File: src/design/prf_pkg.sv
// ----------------------------------------------------------------------------
// prf_pkg
// shared types and codes for the pollard rho factor finder
// ----------------------------------------------------------------------------
package prf_pkg;

    localparam logic [1:0] OUTCOME_FOUND  = 2'd0;
    localparam logic [1:0] OUTCOME_FAILED = 2'd1;
    localparam logic [1:0] OUTCOME_LIMIT  = 2'd2;

    localparam logic [1:0] REG_START = 2'd0;
    localparam logic [1:0] REG_INC   = 2'd1;
    localparam logic [1:0] REG_LIMIT = 2'd2;

    // operations of the shared unit
    typedef enum logic [1:0] {
        OP_MOD,
        OP_MULMOD,
        OP_DIV
    } t_op;

    typedef enum logic [3:0] {
        S_IDLE,
        S_RED_C,
        S_RED_X,
        S_STEP_X,
        S_STEP_Y1,
        S_STEP_Y2,
        S_GCD,
        S_COF,
        S_DONE
    } t_state;

endpackage

File: src/design/prf_alu.sv
// ----------------------------------------------------------------------------
// prf_alu
// multi-cycle shared unit: a mod m, a*a+c mod m, a / m, one bit per cycle
// ----------------------------------------------------------------------------
module prf_alu #(
    parameter int W = 63
) (
    input  logic            i_clk,
    input  logic            i_rst_n,
    input  logic            i_go,
    input  prf_pkg::t_op    i_op,
    input  logic [W-1:0]    i_a,
    input  logic [W-1:0]    i_c,
    input  logic [W-1:0]    i_m,
    output logic            o_done,
    output logic [W-1:0]    o_res
);
    import prf_pkg::*;

    localparam int CW = $clog2(W + 1);

    logic          r_busy, n_busy;
    t_op           r_op, n_op;
    logic [CW-1:0] r_cnt, n_cnt;
    logic [W-1:0]  r_acc, n_acc;   // remainder or product accumulator
    logic [W-1:0]  r_a, n_a;       // multiplicand doubling / dividend bits
    logic [W-1:0]  r_b, n_b;       // multiplier bits / quotient
    logic [W-1:0]  r_c, n_c;
    logic [W-1:0]  r_m, n_m;
    logic          r_done, n_done;

    // modular add of two values below m
    function automatic logic [W-1:0] add_mod(
        input logic [W-1:0] a, input logic [W-1:0] b, input logic [W-1:0] m);
        logic [W-1:0] room;
        room = m - b;
        return (a >= room) ? (a - room) : (a + b);
    endfunction

    always_comb begin
        logic [W:0] rem2;
        n_busy = r_busy;
        n_op   = r_op;
        n_cnt  = r_cnt;
        n_acc  = r_acc;
        n_a    = r_a;
        n_b    = r_b;
        n_c    = r_c;
        n_m    = r_m;
        n_done = 1'b0;
        rem2   = {r_acc, r_a[W-1]};
        if (!r_busy) begin
            if (i_go) begin
                n_busy = 1'b1;
                n_op   = i_op;
                n_cnt  = CW'(W);
                n_acc  = '0;
                n_a    = i_a;
                n_b    = (i_op == OP_MULMOD) ? i_a : '0;
                n_c    = i_c;
                n_m    = i_m;
            end
        end else if (r_cnt == '0) begin
            n_busy = 1'b0;
            n_done = 1'b1;
            if (r_op == OP_MULMOD)
                n_acc = add_mod(r_acc, r_c, r_m);
        end else begin
            n_cnt = r_cnt - 1'b1;
            unique case (r_op)
                OP_MULMOD: begin
                    if (r_b[0])
                        n_acc = add_mod(r_acc, r_a, r_m);
                    n_a = add_mod(r_a, r_a, r_m);
                    n_b = r_b >> 1;
                end
                default: begin
                    // restoring division, msb first
                    n_a = r_a << 1;
                    if (rem2 >= {1'b0, r_m}) begin
                        n_acc = W'(rem2 - {1'b0, r_m});
                        n_b   = {r_b[W-2:0], 1'b1};
                    end else begin
                        n_acc = rem2[W-1:0];
                        n_b   = {r_b[W-2:0], 1'b0};
                    end
                end
            endcase
        end
    end

    always_ff @(posedge i_clk) begin
        if (!i_rst_n) begin
            r_busy <= 1'b0;
            r_done <= 1'b0;
        end else begin
            r_busy <= n_busy;
            r_done <= n_done;
        end
        r_op  <= n_op;
        r_cnt <= n_cnt;
        r_acc <= n_acc;
        r_a   <= n_a;
        r_b   <= n_b;
        r_c   <= n_c;
        r_m   <= n_m;
    end

    assign o_done = r_done;
    assign o_res  = (r_op == OP_DIV) ? r_b : r_acc;

    a_done_after_busy: assert property (@(posedge i_clk) disable iff (!i_rst_n)
        r_done |-> $past(r_busy)) else $error("done without busy");
    a_no_go_busy: assert property (@(posedge i_clk) disable iff (!i_rst_n)
        r_busy && r_cnt != '0 |=> r_busy) else $error("unit quit early");
    a_done_pulse: assert property (@(posedge i_clk) disable iff (!i_rst_n)
        r_done |=> !r_done) else $error("done held");
endmodule

File: src/design/pollard_rho_factor_finder.sv
// ----------------------------------------------------------------------------
// pollard_rho_factor_finder
// pollard rho factor search with floyd cycle detection
// ----------------------------------------------------------------------------
// one word in, one word out: a start pulse with busy low takes n, and the
// result appears for one cycle with o_valid; the receiver cannot stall it.
// every operation runs on one shared bit-serial unit. an iteration costs
// three mulmod ops plus a euclid gcd of up to ~1.5*NUMBER_WIDTH remainder
// ops; busy stays high throughout. configuration writes are accepted only
// while the block is idle and no start is offered, so an item in flight
// never sees a register change.
module pollard_rho_factor_finder #(
    parameter int NUMBER_WIDTH = 63,
    parameter int COUNT_WIDTH  = 32
) (
    input  logic                    i_clk,
    input  logic                    i_rst_n,
    input  logic                    start,
    output logic                    busy,
    input  logic [NUMBER_WIDTH-1:0] i_number_to_factor,
    output logic                    o_valid,
    output logic [NUMBER_WIDTH-1:0] o_found_factor,
    output logic [NUMBER_WIDTH-1:0] o_cofactor,
    output logic [1:0]              o_outcome,
    output logic [COUNT_WIDTH-1:0]  o_iterations_used,
    input  logic                    i_cfg_valid,
    output logic                    o_cfg_ready,
    input  logic [1:0]              i_cfg_index,
    input  logic [NUMBER_WIDTH-1:0] i_cfg_data
);
    import prf_pkg::*;

    localparam int W = NUMBER_WIDTH;

    // configuration registers
    logic [W-1:0]           r_start_value;
    logic [W-1:0]           r_inc;
    logic [COUNT_WIDTH-1:0] r_limit;

    // search state
    t_state                 r_state, n_state;
    logic [W-1:0]           r_n, n_n;
    logic [W-1:0]           r_c, n_c;
    logic [W-1:0]           r_x, n_x;
    logic [W-1:0]           r_y, n_y;
    logic [W-1:0]           r_ga, n_ga;     // gcd operands
    logic [W-1:0]           r_gb, n_gb;
    logic [COUNT_WIDTH-1:0] r_cnt, n_cnt;
    logic                   r_wait, n_wait; // unit op in flight
    logic                   r_valid, n_valid;
    logic [W-1:0]           r_fac, n_fac;
    logic [W-1:0]           r_cof, n_cof;
    logic [1:0]             r_out, n_out;

    // shared unit hookup
    logic         u_go, u_done;
    t_op          u_op;
    logic [W-1:0] u_a, u_c, u_m, u_res;

    prf_alu #(.W(W)) u_alu (
        .i_clk  (i_clk),
        .i_rst_n(i_rst_n),
        .i_go   (u_go),
        .i_op   (u_op),
        .i_a    (u_a),
        .i_c    (u_c),
        .i_m    (u_m),
        .o_done (u_done),
        .o_res  (u_res)
    );

    // writes only between items
    assign o_cfg_ready = !busy && !start;

    always_ff @(posedge i_clk) begin
        if (!i_rst_n) begin
            r_start_value <= W'(2);
            r_inc         <= W'(1);
            r_limit       <= COUNT_WIDTH'(65536);
        end else if (i_cfg_valid && o_cfg_ready) begin
            unique case (i_cfg_index)
                REG_START: r_start_value <= i_cfg_data;
                REG_INC:   r_inc         <= i_cfg_data;
                REG_LIMIT: r_limit       <= i_cfg_data[COUNT_WIDTH-1:0];
                default: ;
            endcase
        end
    end

    always_comb begin
        n_state = r_state;
        n_n = r_n; n_c = r_c; n_x = r_x; n_y = r_y;
        n_ga = r_ga; n_gb = r_gb; n_cnt = r_cnt;
        n_wait = r_wait; n_valid = 1'b0;
        n_fac = r_fac; n_cof = r_cof; n_out = r_out;
        u_go = 1'b0; u_op = OP_MOD; u_a = '0; u_c = r_c; u_m = r_n;
        unique case (r_state)
            S_IDLE: begin
                // no new word while the result is still shown
                if (start && !r_valid) begin
                    n_n   = i_number_to_factor;
                    n_cnt = '0;
                    n_cof = '0;
                    n_wait = 1'b0;
                    if (i_number_to_factor < W'(2)) begin
                        n_fac = i_number_to_factor;
                        n_out = OUTCOME_FAILED;
                        n_state = S_DONE;
                    end else begin
                        n_fac = '0;
                        n_out = OUTCOME_LIMIT;
                        n_state = S_RED_C;
                    end
                end
            end
            S_RED_C: begin
                u_op = OP_MOD; u_a = r_inc;
                if (!r_wait) begin
                    u_go = 1'b1; n_wait = 1'b1;
                end else if (u_done) begin
                    n_c = u_res; n_wait = 1'b0; n_state = S_RED_X;
                end
            end
            S_RED_X: begin
                u_op = OP_MOD; u_a = r_start_value;
                if (!r_wait) begin
                    u_go = 1'b1; n_wait = 1'b1;
                end else if (u_done) begin
                    n_x = u_res; n_y = u_res; n_wait = 1'b0;
                    n_state = (r_limit == '0) ? S_DONE : S_STEP_X;
                end
            end
            S_STEP_X: begin
                u_op = OP_MULMOD; u_a = r_x;
                if (!r_wait) begin
                    u_go = 1'b1; n_wait = 1'b1;
                end else if (u_done) begin
                    n_x = u_res; n_wait = 1'b0; n_state = S_STEP_Y1;
                end
            end
            S_STEP_Y1, S_STEP_Y2: begin
                u_op = OP_MULMOD; u_a = r_y;
                if (!r_wait) begin
                    u_go = 1'b1; n_wait = 1'b1;
                end else if (u_done) begin
                    n_y = u_res; n_wait = 1'b0;
                    if (r_state == S_STEP_Y1) begin
                        n_state = S_STEP_Y2;
                    end else begin
                        n_cnt = r_cnt + 1'b1;
                        // gcd(n, |x-y|)
                        n_ga = r_n;
                        n_gb = (r_x >= u_res) ? (r_x - u_res) : (u_res - r_x);
                        n_state = S_GCD;
                    end
                end
            end
            S_GCD: begin
                u_op = OP_MOD; u_a = r_ga; u_m = r_gb;
                if (r_gb == '0) begin
                    n_fac = r_ga;
                    if (r_ga == W'(1)) begin
                        n_state = (r_cnt == r_limit) ? S_DONE : S_STEP_X;
                    end else if (r_ga == r_n) begin
                        n_out = OUTCOME_FAILED; n_state = S_DONE;
                    end else begin
                        n_out = OUTCOME_FOUND; n_state = S_COF;
                    end
                end else if (!r_wait) begin
                    u_go = 1'b1; n_wait = 1'b1;
                end else if (u_done) begin
                    n_ga = r_gb; n_gb = u_res; n_wait = 1'b0;
                end
            end
            S_COF: begin
                u_op = OP_DIV; u_a = r_n; u_m = r_fac;
                if (!r_wait) begin
                    u_go = 1'b1; n_wait = 1'b1;
                end else if (u_done) begin
                    n_cof = u_res; n_wait = 1'b0; n_state = S_DONE;
                end
            end
            S_DONE: begin
                n_valid = 1'b1;
                n_state = S_IDLE;
            end
            default: n_state = S_IDLE;
        endcase
    end

    always_ff @(posedge i_clk) begin
        if (!i_rst_n) begin
            r_state <= S_IDLE;
            r_wait  <= 1'b0;
            r_valid <= 1'b0;
        end else begin
            r_state <= n_state;
            r_wait  <= n_wait;
            r_valid <= n_valid;
        end
        r_n <= n_n; r_c <= n_c; r_x <= n_x; r_y <= n_y;
        r_ga <= n_ga; r_gb <= n_gb; r_cnt <= n_cnt;
        r_fac <= n_fac; r_cof <= n_cof; r_out <= n_out;
    end

    // busy also covers the cycle the result is shown
    assign busy              = (r_state != S_IDLE) || r_valid;
    assign o_valid           = r_valid;
    assign o_found_factor    = r_fac;
    assign o_cofactor        = r_cof;
    assign o_outcome         = r_out;
    assign o_iterations_used = r_cnt;

    a_valid_pulse: assert property (@(posedge i_clk) disable iff (!i_rst_n)
        r_valid |=> !r_valid) else $error("result held");
    a_cnt_bound: assert property (@(posedge i_clk) disable iff (!i_rst_n)
        r_state != S_IDLE |-> r_cnt <= r_limit) else $error("limit overrun");
    a_found_cof: assert property (@(posedge i_clk) disable iff (!i_rst_n)
        r_valid && r_out != OUTCOME_FOUND |-> r_cof == '0) else $error("bad cofactor");
    a_valid_from_done: assert property (@(posedge i_clk) disable iff (!i_rst_n)
        r_valid |-> $past(r_state) == S_DONE) else $error("stray result");
endmodule

File: config.mk
export PLATFORM = sky130hd
export DESIGN_NAME = pollard_rho_factor_finder
export DESIGN_NICKNAME = d
export VERILOG_FILES = /design/src/design/prf_pkg.sv /design/src/design/prf_alu.sv /design/src/design/pollard_rho_factor_finder.sv
export SDC_FILE = /design/constraint.sdc
export NUM_CORES = 2
export LEC_CHECK = 0
export ABC_AREA = 1
export CAP_MARGIN = 15
export CORE_ASPECT_RATIO = 1.25
export CORE_MARGIN = 8
export CORE_UTILIZATION = 35
export DETAILED_ROUTE_END_ITERATION = 7
export DONT_BUFFER_PORTS = 1
export GPL_ROUTABILITY_DRIVEN = 0
export GPL_TIMING_DRIVEN = 0
export PLACE_DENSITY = 0.6
export SETUP_SLACK_MARGIN = 0.3
export SYNTH_ARGS = -nofsm -noshare
export SYNTH_HDL_FRONTEND = slang
export SYNTH_SLANG_ARGS = --single-unit
File: constraint.sdc
create_clock -name i_clk -period 10.1 [get_ports i_clk]
set_input_delay 1.515 -clock i_clk [delete_from_list [all_inputs] [get_ports i_clk]]
set_output_delay 1.515 -clock i_clk [all_outputs]
set_load 0.05 [all_outputs]
Word-level counts from Yosys, hierarchy flattened

Cells that the tools add are included.

Register bits after elaboration: 1027
Input bits: 132
Word-level logic and storage cells: 214

$add $sub $neg: 13
Order comparisons: 6
Equality and inequality tests: 36
Mux-type cells: 91
Bitwise gates (word level): 1
Reduce and logical (&&, ||, !) cells: 42

Operators by type and width:

| cell                                                 | count |
|---|---|
| 2-to-1 mux 63 bit                                    | 37 |
| case mux 63 bit (2 select lines)                     | 5 |
| subtractor 63 bit                                    | 8 |
| case mux 63 bit (6 select lines)                     | 1 |
| greater-or-equal comparator 63 bit                   | 4 |
| adder 63 bit                                         | 3 |
| 2-to-1 mux 32 bit                                    | 4 |
| 2-to-1 mux 4 bit                                     | 17 |
| greater-or-equal comparator 64 x 63 -> 1 bit         | 1 |
| case mux 32 bit (2 select lines)                     | 1 |
| equality test 63 x 1 -> 1 bit, second input constant | 1 |
| equality test 63 bit                                 | 1 |
| logical NOT 63 bit                                   | 1 |
| < comparator 63 x 2 -> 1 bit, second input constant  | 1 |
| adder 32 x 1 -> 32 bit, second input constant        | 1 |
| equality test 32 bit                                 | 1 |
| logical NOT 32 bit                                   | 1 |
| case mux 4 bit (7 select lines)                      | 1 |
| inequality test 2 bit, second input constant         | 12 |
| 2-to-1 mux 6 bit                                     | 3 |
| AND reduction 3 bit                                  | 6 |
| equality test 4 x 3 -> 1 bit, second input constant  | 4 |
| AND reduction 2 bit                                  | 7 |
| 2-to-1 mux 1 bit                                     | 13 |
| 30 further kinds                                     | 55 |

Depth between registers and ports, before layout

Depth in word-level cells: 8
Depth in mapped cells: 43

Cells and area by module

From an unflattened synthesis, not the netlist that was laid out.

Cells, all modules: 12772
Area, all modules: 88959.1 um^2

Modules (own cells, without submodules):

| module                    | times used | cells each | area an instance (um^2) |
|---|---|---|---|
| prf_alu                   | 1          | 7680       | 48850.6 |
| pollard_rho_factor_finder | 1          | 5092       | 40108.5 |

Worst setup path before layout

No wires, ideal clock.

Path kind: reg2reg
Start: register r_state[2]
End: register u_alu.r_a[0] (enable)
Library setup time: 0.485 ns
Arrival: 7.536 ns
Required time: 9.615 ns
Path slack: 2.079 ns
Stages on the path, launching flop included: 14
Cells stage by stage: dfxtp_1 inv_1 nor2_1 inv_1 nor2_1 inv_1 nor2_1 inv_1 clkbuf_1 a21oi_1 nand3_1 inv_1 nor2_1 inv_1

Cells in the longest elaborated chain, start to end: 5

Ends and longest elaborated chain:

| element                                              | RTL line                         | text |
|---|---|---|
| from (decl)                                          | pollard_rho_factor_finder.sv:41  | `t_state r_state, n_state;` |
| from (signal assigned)                               | pollard_rho_factor_finder.sv:197 | `r_state <= n_state;` |
| equality test 4 x 3 -> 1 bit (tied with other cells) | pollard_rho_factor_finder.sv:97  | `unique case (r_state)` |
| OR reduction 6 bit (no source line)                  | --                               |  |
| case mux 1 bit (2 select lines) (*)                  | pollard_rho_factor_finder.sv:97  |  |
| nonzero test 2 bit (no source line) (*)              | --                               |  |
| AND reduction 2 bit (no source line) (*)             | --                               |  |
| to (signal assigned)                                 | prf_alu.sv:103                   | `r_a <= n_a;` |
| to (decl)                                            | prf_alu.sv:26                    | `logic [W-1:0] r_a, n_a;` |

Mark *: on every way between the ends. The rest lies on a longest branch, timed or not.
A chain may end at the register's enable or synchronous reset.

Worst setup path in the final report

Start: register u_alu.r_m[0]
End: register u_alu.r_acc[35], data pin

Cells in the longest elaborated chain, start to end: 7

Ends and longest elaborated chain:

| element                                                                        | RTL line       | text |
|---|---|---|
| from (decl)                                                                    | prf_alu.sv:29  | `logic [W-1:0] r_m, n_m;` |
| from (signal assigned)                                                         | prf_alu.sv:106 | `r_m <= n_m;` |
| subtractor 63 bit                                                              | prf_alu.sv:36  | `room = m - b;` |
| subtractor 63 bit / greater-or-equal comparator 63 bit (equally long branches) | prf_alu.sv:37  | `return (a >= room) ? (a - room) : (a + b);` |
| 2-to-1 mux 63 bit                                                              | prf_alu.sv:37  |  |
| 2-to-1 mux 63 bit                                                              | prf_alu.sv:72  | `if (r_b[0])` |
| 2-to-1 mux 63 bit                                                              | prf_alu.sv:70  | `unique case (r_op)` |
| 2-to-1 mux 63 bit (*)                                                          | prf_alu.sv:63  | `end else if (r_cnt == '0) begin` |
| 2-to-1 mux 63 bit (*)                                                          | prf_alu.sv:52  | `if (!r_busy) begin` |
| to (signal assigned)                                                           | prf_alu.sv:102 | `r_acc <= n_acc;` |
| to (decl)                                                                      | prf_alu.sv:25  | `logic [W-1:0] r_acc, n_acc;` |

Mark *: on every way between the ends. The rest lies on a longest branch, timed or not. The select of a mux whose other input is x is not followed.

==> results.yml <==
setup_path:
  r2r-end: "u_alu.r_acc[35]"
  critPathTopFamily: "compound AO/OA/AOI/OAI gates"
  path_common_cell: "nand2_1"
  r2r-start: "u_alu.r_m[0]"
  crit_slowest_cell: "clkbuf_1"
  crit_path_max_incr_delay_ns: 0.82
  reg2reg_depth: 33
  cp.required_ns: 10.63
  crit_start: "u_alu.r_m[0]"
  reg2reg_slack_ns: 0.80
  critPathKind: "register to register"
  critPathBufInv: 6
  path_max_fanout: 10
  critPathArrivalTime_ns: 9.83
  cp-end-kind: "register"
  start_kind: "register"
global_routing:
  grt_first_pass_wirelength_um: 618000
  use_met2_pct: 50.7
  use_met3_pct: 9.71
  grt_max_degree: 90
  grt_antenna_before_repair: 45
  grt_use_met1_pct: 36.1
  grt_usage_pct: 32.7
  top_usage_layer: "met2"
  overflow: 0
  grt_pass1_vias: 87700
cts:
  cts_sinks: 1027
  cts_buffer_depth: 3
  root_buffer: "clkbuf_16"
  cts_hold_buf: 0
  cts_max_level: 3
  tritoncts: "done"
  path_clk_slew_ns: 0.07
  clk-insertion-delay-late_ns: 0.84
  cts_inserted_buffers: 105
die:
  core_um2: 246000
  std_cell_rows: 204
  fp.dieH_um: 572
  chipWidth_um: 461
  ioPinCount: 295
  die-area_um2: 263000
  start_util_pct: 35.1
synth:
  synth_most_common_cell: "nand2_1"
  syn_inst: 12000
  synthesis.nets: 12800
  ys_ff_latch: 1027
  avgSynthCellArea_um2: 7.20
  async_flop_share_pct: 0
  ys_seq_area_share_pct: 33.7
  synth-edff-count: 861
  synth_common_cells: "nand2_1, inv_1, a21oi_1, nor2_1, o21ai_0"
  synthTopCellsByArea: "edfxtp_1, nand2_1, ha_1"
  synth_cell_types: 73
  ys.flop_type: "edfxtp_1"
  netlist_area_um2: 86500
  yosys.area.top_type_share_pct: 29.9
  yosysTopAreaCell: "edfxtp_1"
  yosys_warnings: 0
worst_hold_path:
  hp-class: "register to register"
  whs_path_depth: 0
  min_to: "u_alu.r_c[55]"
  hold_start: "r_c[55]"
placed_design:
  hpwl_um: 374000
  numPortBuffers: 0
route:
  drt_iter0_markers: 12800
  routed-via-count: 92400
  drcViolationCount: 1
  wl_per_cell_um: 28.9
  drtPass1Iterations: 8
  totalWireLength_um: 452000
  ant_nets: 0
  vias_per_cell: 5.91
status:
  violations: "design-rule violations"
  status: "finished, violations left"
timing:
  relSlewSlack_pct: 3.76
  finalSetupViolations: 0
  worstMarginPinSlew_ns: 1.42
  timing.hold.ws_ns: 0.415
  timing.final.crit_share_pct: 92.1
  worst_clock_skew_ns: 0.0692
  rsz0062_at_grt: "no"
  fin_crit_ns: 9.30
  drv_slew: 0
  hold_viol: 0
  fmax_mhz: 108
run:
  maxCapViolCount: 0
cells_and_area:
  area_growth_pct: 10.6
  post_route_cells_drive_above_1_share_pct: 4.14
  fillers: 26400
  fin_util_pct: 38.8
  nNetsFinal: 13000
## per-stage QoR
stage,std cells,setup TNS [ns],worst slack (ns),area [um2]
after detailed placement,15400,0,1.07,91900
final,15600,0,0.801,95700
after floorplan,12000,0,2.08,86500
after CTS,15600,0,0.986,95300
after global placement,15300,-1380.90,-6.34,90600
after global routing,15600,0,0.602,95600
## metal layers
layer,vias to the layer above,share of wire (%)
met5,-,0.022
met4,16,12
met3,1958,12
met2,6469,43
met1,42900,33
li1,41000,-
## repair_timing
action,4_1_cts,5_1_grt
gates resized for setup,0,4
hold endpoints to repair,0,0
endpoints found under the setup margin,0,5
setup buffers,0,0
## worst max path at each step
stage | slack (ns) | cells past startpoint | to
final | 0.80 | 33 | u_alu.r_acc[35]
after global routing | 0.60 | 32 | u_alu.r_acc[47]
after CTS | 0.99 | 32 | u_alu.r_acc[47]
after detailed placement | 1.07 | 32 | u_alu.r_acc[55]
after global placement | -6.34 | 12 | u_alu.r_a[60]
after floorplan | 2.08 | 13 | u_alu.r_a[0]
## registers in the layout, indices dropped and copies added, names as in the netlist, 2 cells and up
name,cells
r_n,63
u_alu.r_b,63
u_alu.r_a,63
r_x,63
u_alu.r_m,63
u_alu.r_c,63
r_gb,63
o_found_factor,63
r_c,63
o_iterations_used,32
r_inc,63
r_start_value,63
u_alu.r_op,2
o_outcome,2
u_alu.r_acc,63
u_alu.r_cnt,6
o_cofactor,63
r_ga,63
r_state,4
r_limit,32
r_y,63
## final cells by class
type | instances | area (um2) | area share, %
Multi-Input combinational cell | 8765 | 48900 | 51.1
Clock buffer | 132 | 2810 | 2.93
Clock inverter | 66 | 654 | 0.684
Timing Repair Buffer | 100 | 1400 | 1.46
Tap cell | 3296 | 4120 | 4.31
Antenna cell | 30 | 75.1 | 0.0785
Buffer | 274 | 1210 | 1.26
Sequential cell | 1027 | 29200 | 30.5
Inverter | 1947 | 7330 | 7.66
## kinds of logic after synthesis
group | Yosys count | share of synthesized area, %
adders and majority gates | 619 | 9.04
xor gates and xnor gates | 539 | 5.46
DFF | 1027 | 33.7
buffers and inverters | 2221 | 9.84
and+or+nand+nor | 4465 | 21.3
muxes | 24 | 0.278
AOI/OAI and AO/OA | 3118 | 20.3
## worst register-to-register path, delay by kind of cell (launching register included)
| kind | cells | cell delay [ns] |
|---|---|---|
| flip-flops | 1 | 0.51 |
| buffers and inverters | 6 | 1.53 |
| AND/OR/NAND/NOR | 13 | 2.31 |
| adder cells (fa/ha/maj) | 3 | 1.07 |
| AO/OA/AOI/OAI | 11 | 3.58 |
## placed cells by master, fill, tap and decap left out, types with 31 or more instances in the layout
| cell | count |
|---|---|
| nand2_1 | 2432 |
| a221oi_1 | 31 |
| nor2_1 | 1202 |
| nor2_2 | 39 |
| nand2_2 | 32 |
| clkbuf_16 | 108 |
| a21o_1 | 32 |
| clkbuf_1 | 230 |
| o21ai_0 | 973 |
| a31oi_1 | 133 |
| nor4_1 | 82 |
| nand3_1 | 350 |
| buf_2 | 45 |
| xnor2_1 | 269 |
| nand4_1 | 113 |
| a21oi_1 | 1249 |
| o211ai_1 | 125 |
| o21a_1 | 84 |
| o21ai_1 | 84 |
| o21bai_1 | 53 |
| o22ai_1 | 103 |
| a21boi_0 | 36 |
| inv_1 | 1907 |
| edfxtp_1 | 861 |
| xor2_1 | 270 |
| o221ai_1 | 63 |
| nor3_1 | 102 |
| dfxtp_1 | 166 |
| ha_1 | 609 |
Power is left out: the tool's default activity adds up to more than one toggle a clock period on the data nets, which glitch-free logic cannot reach.
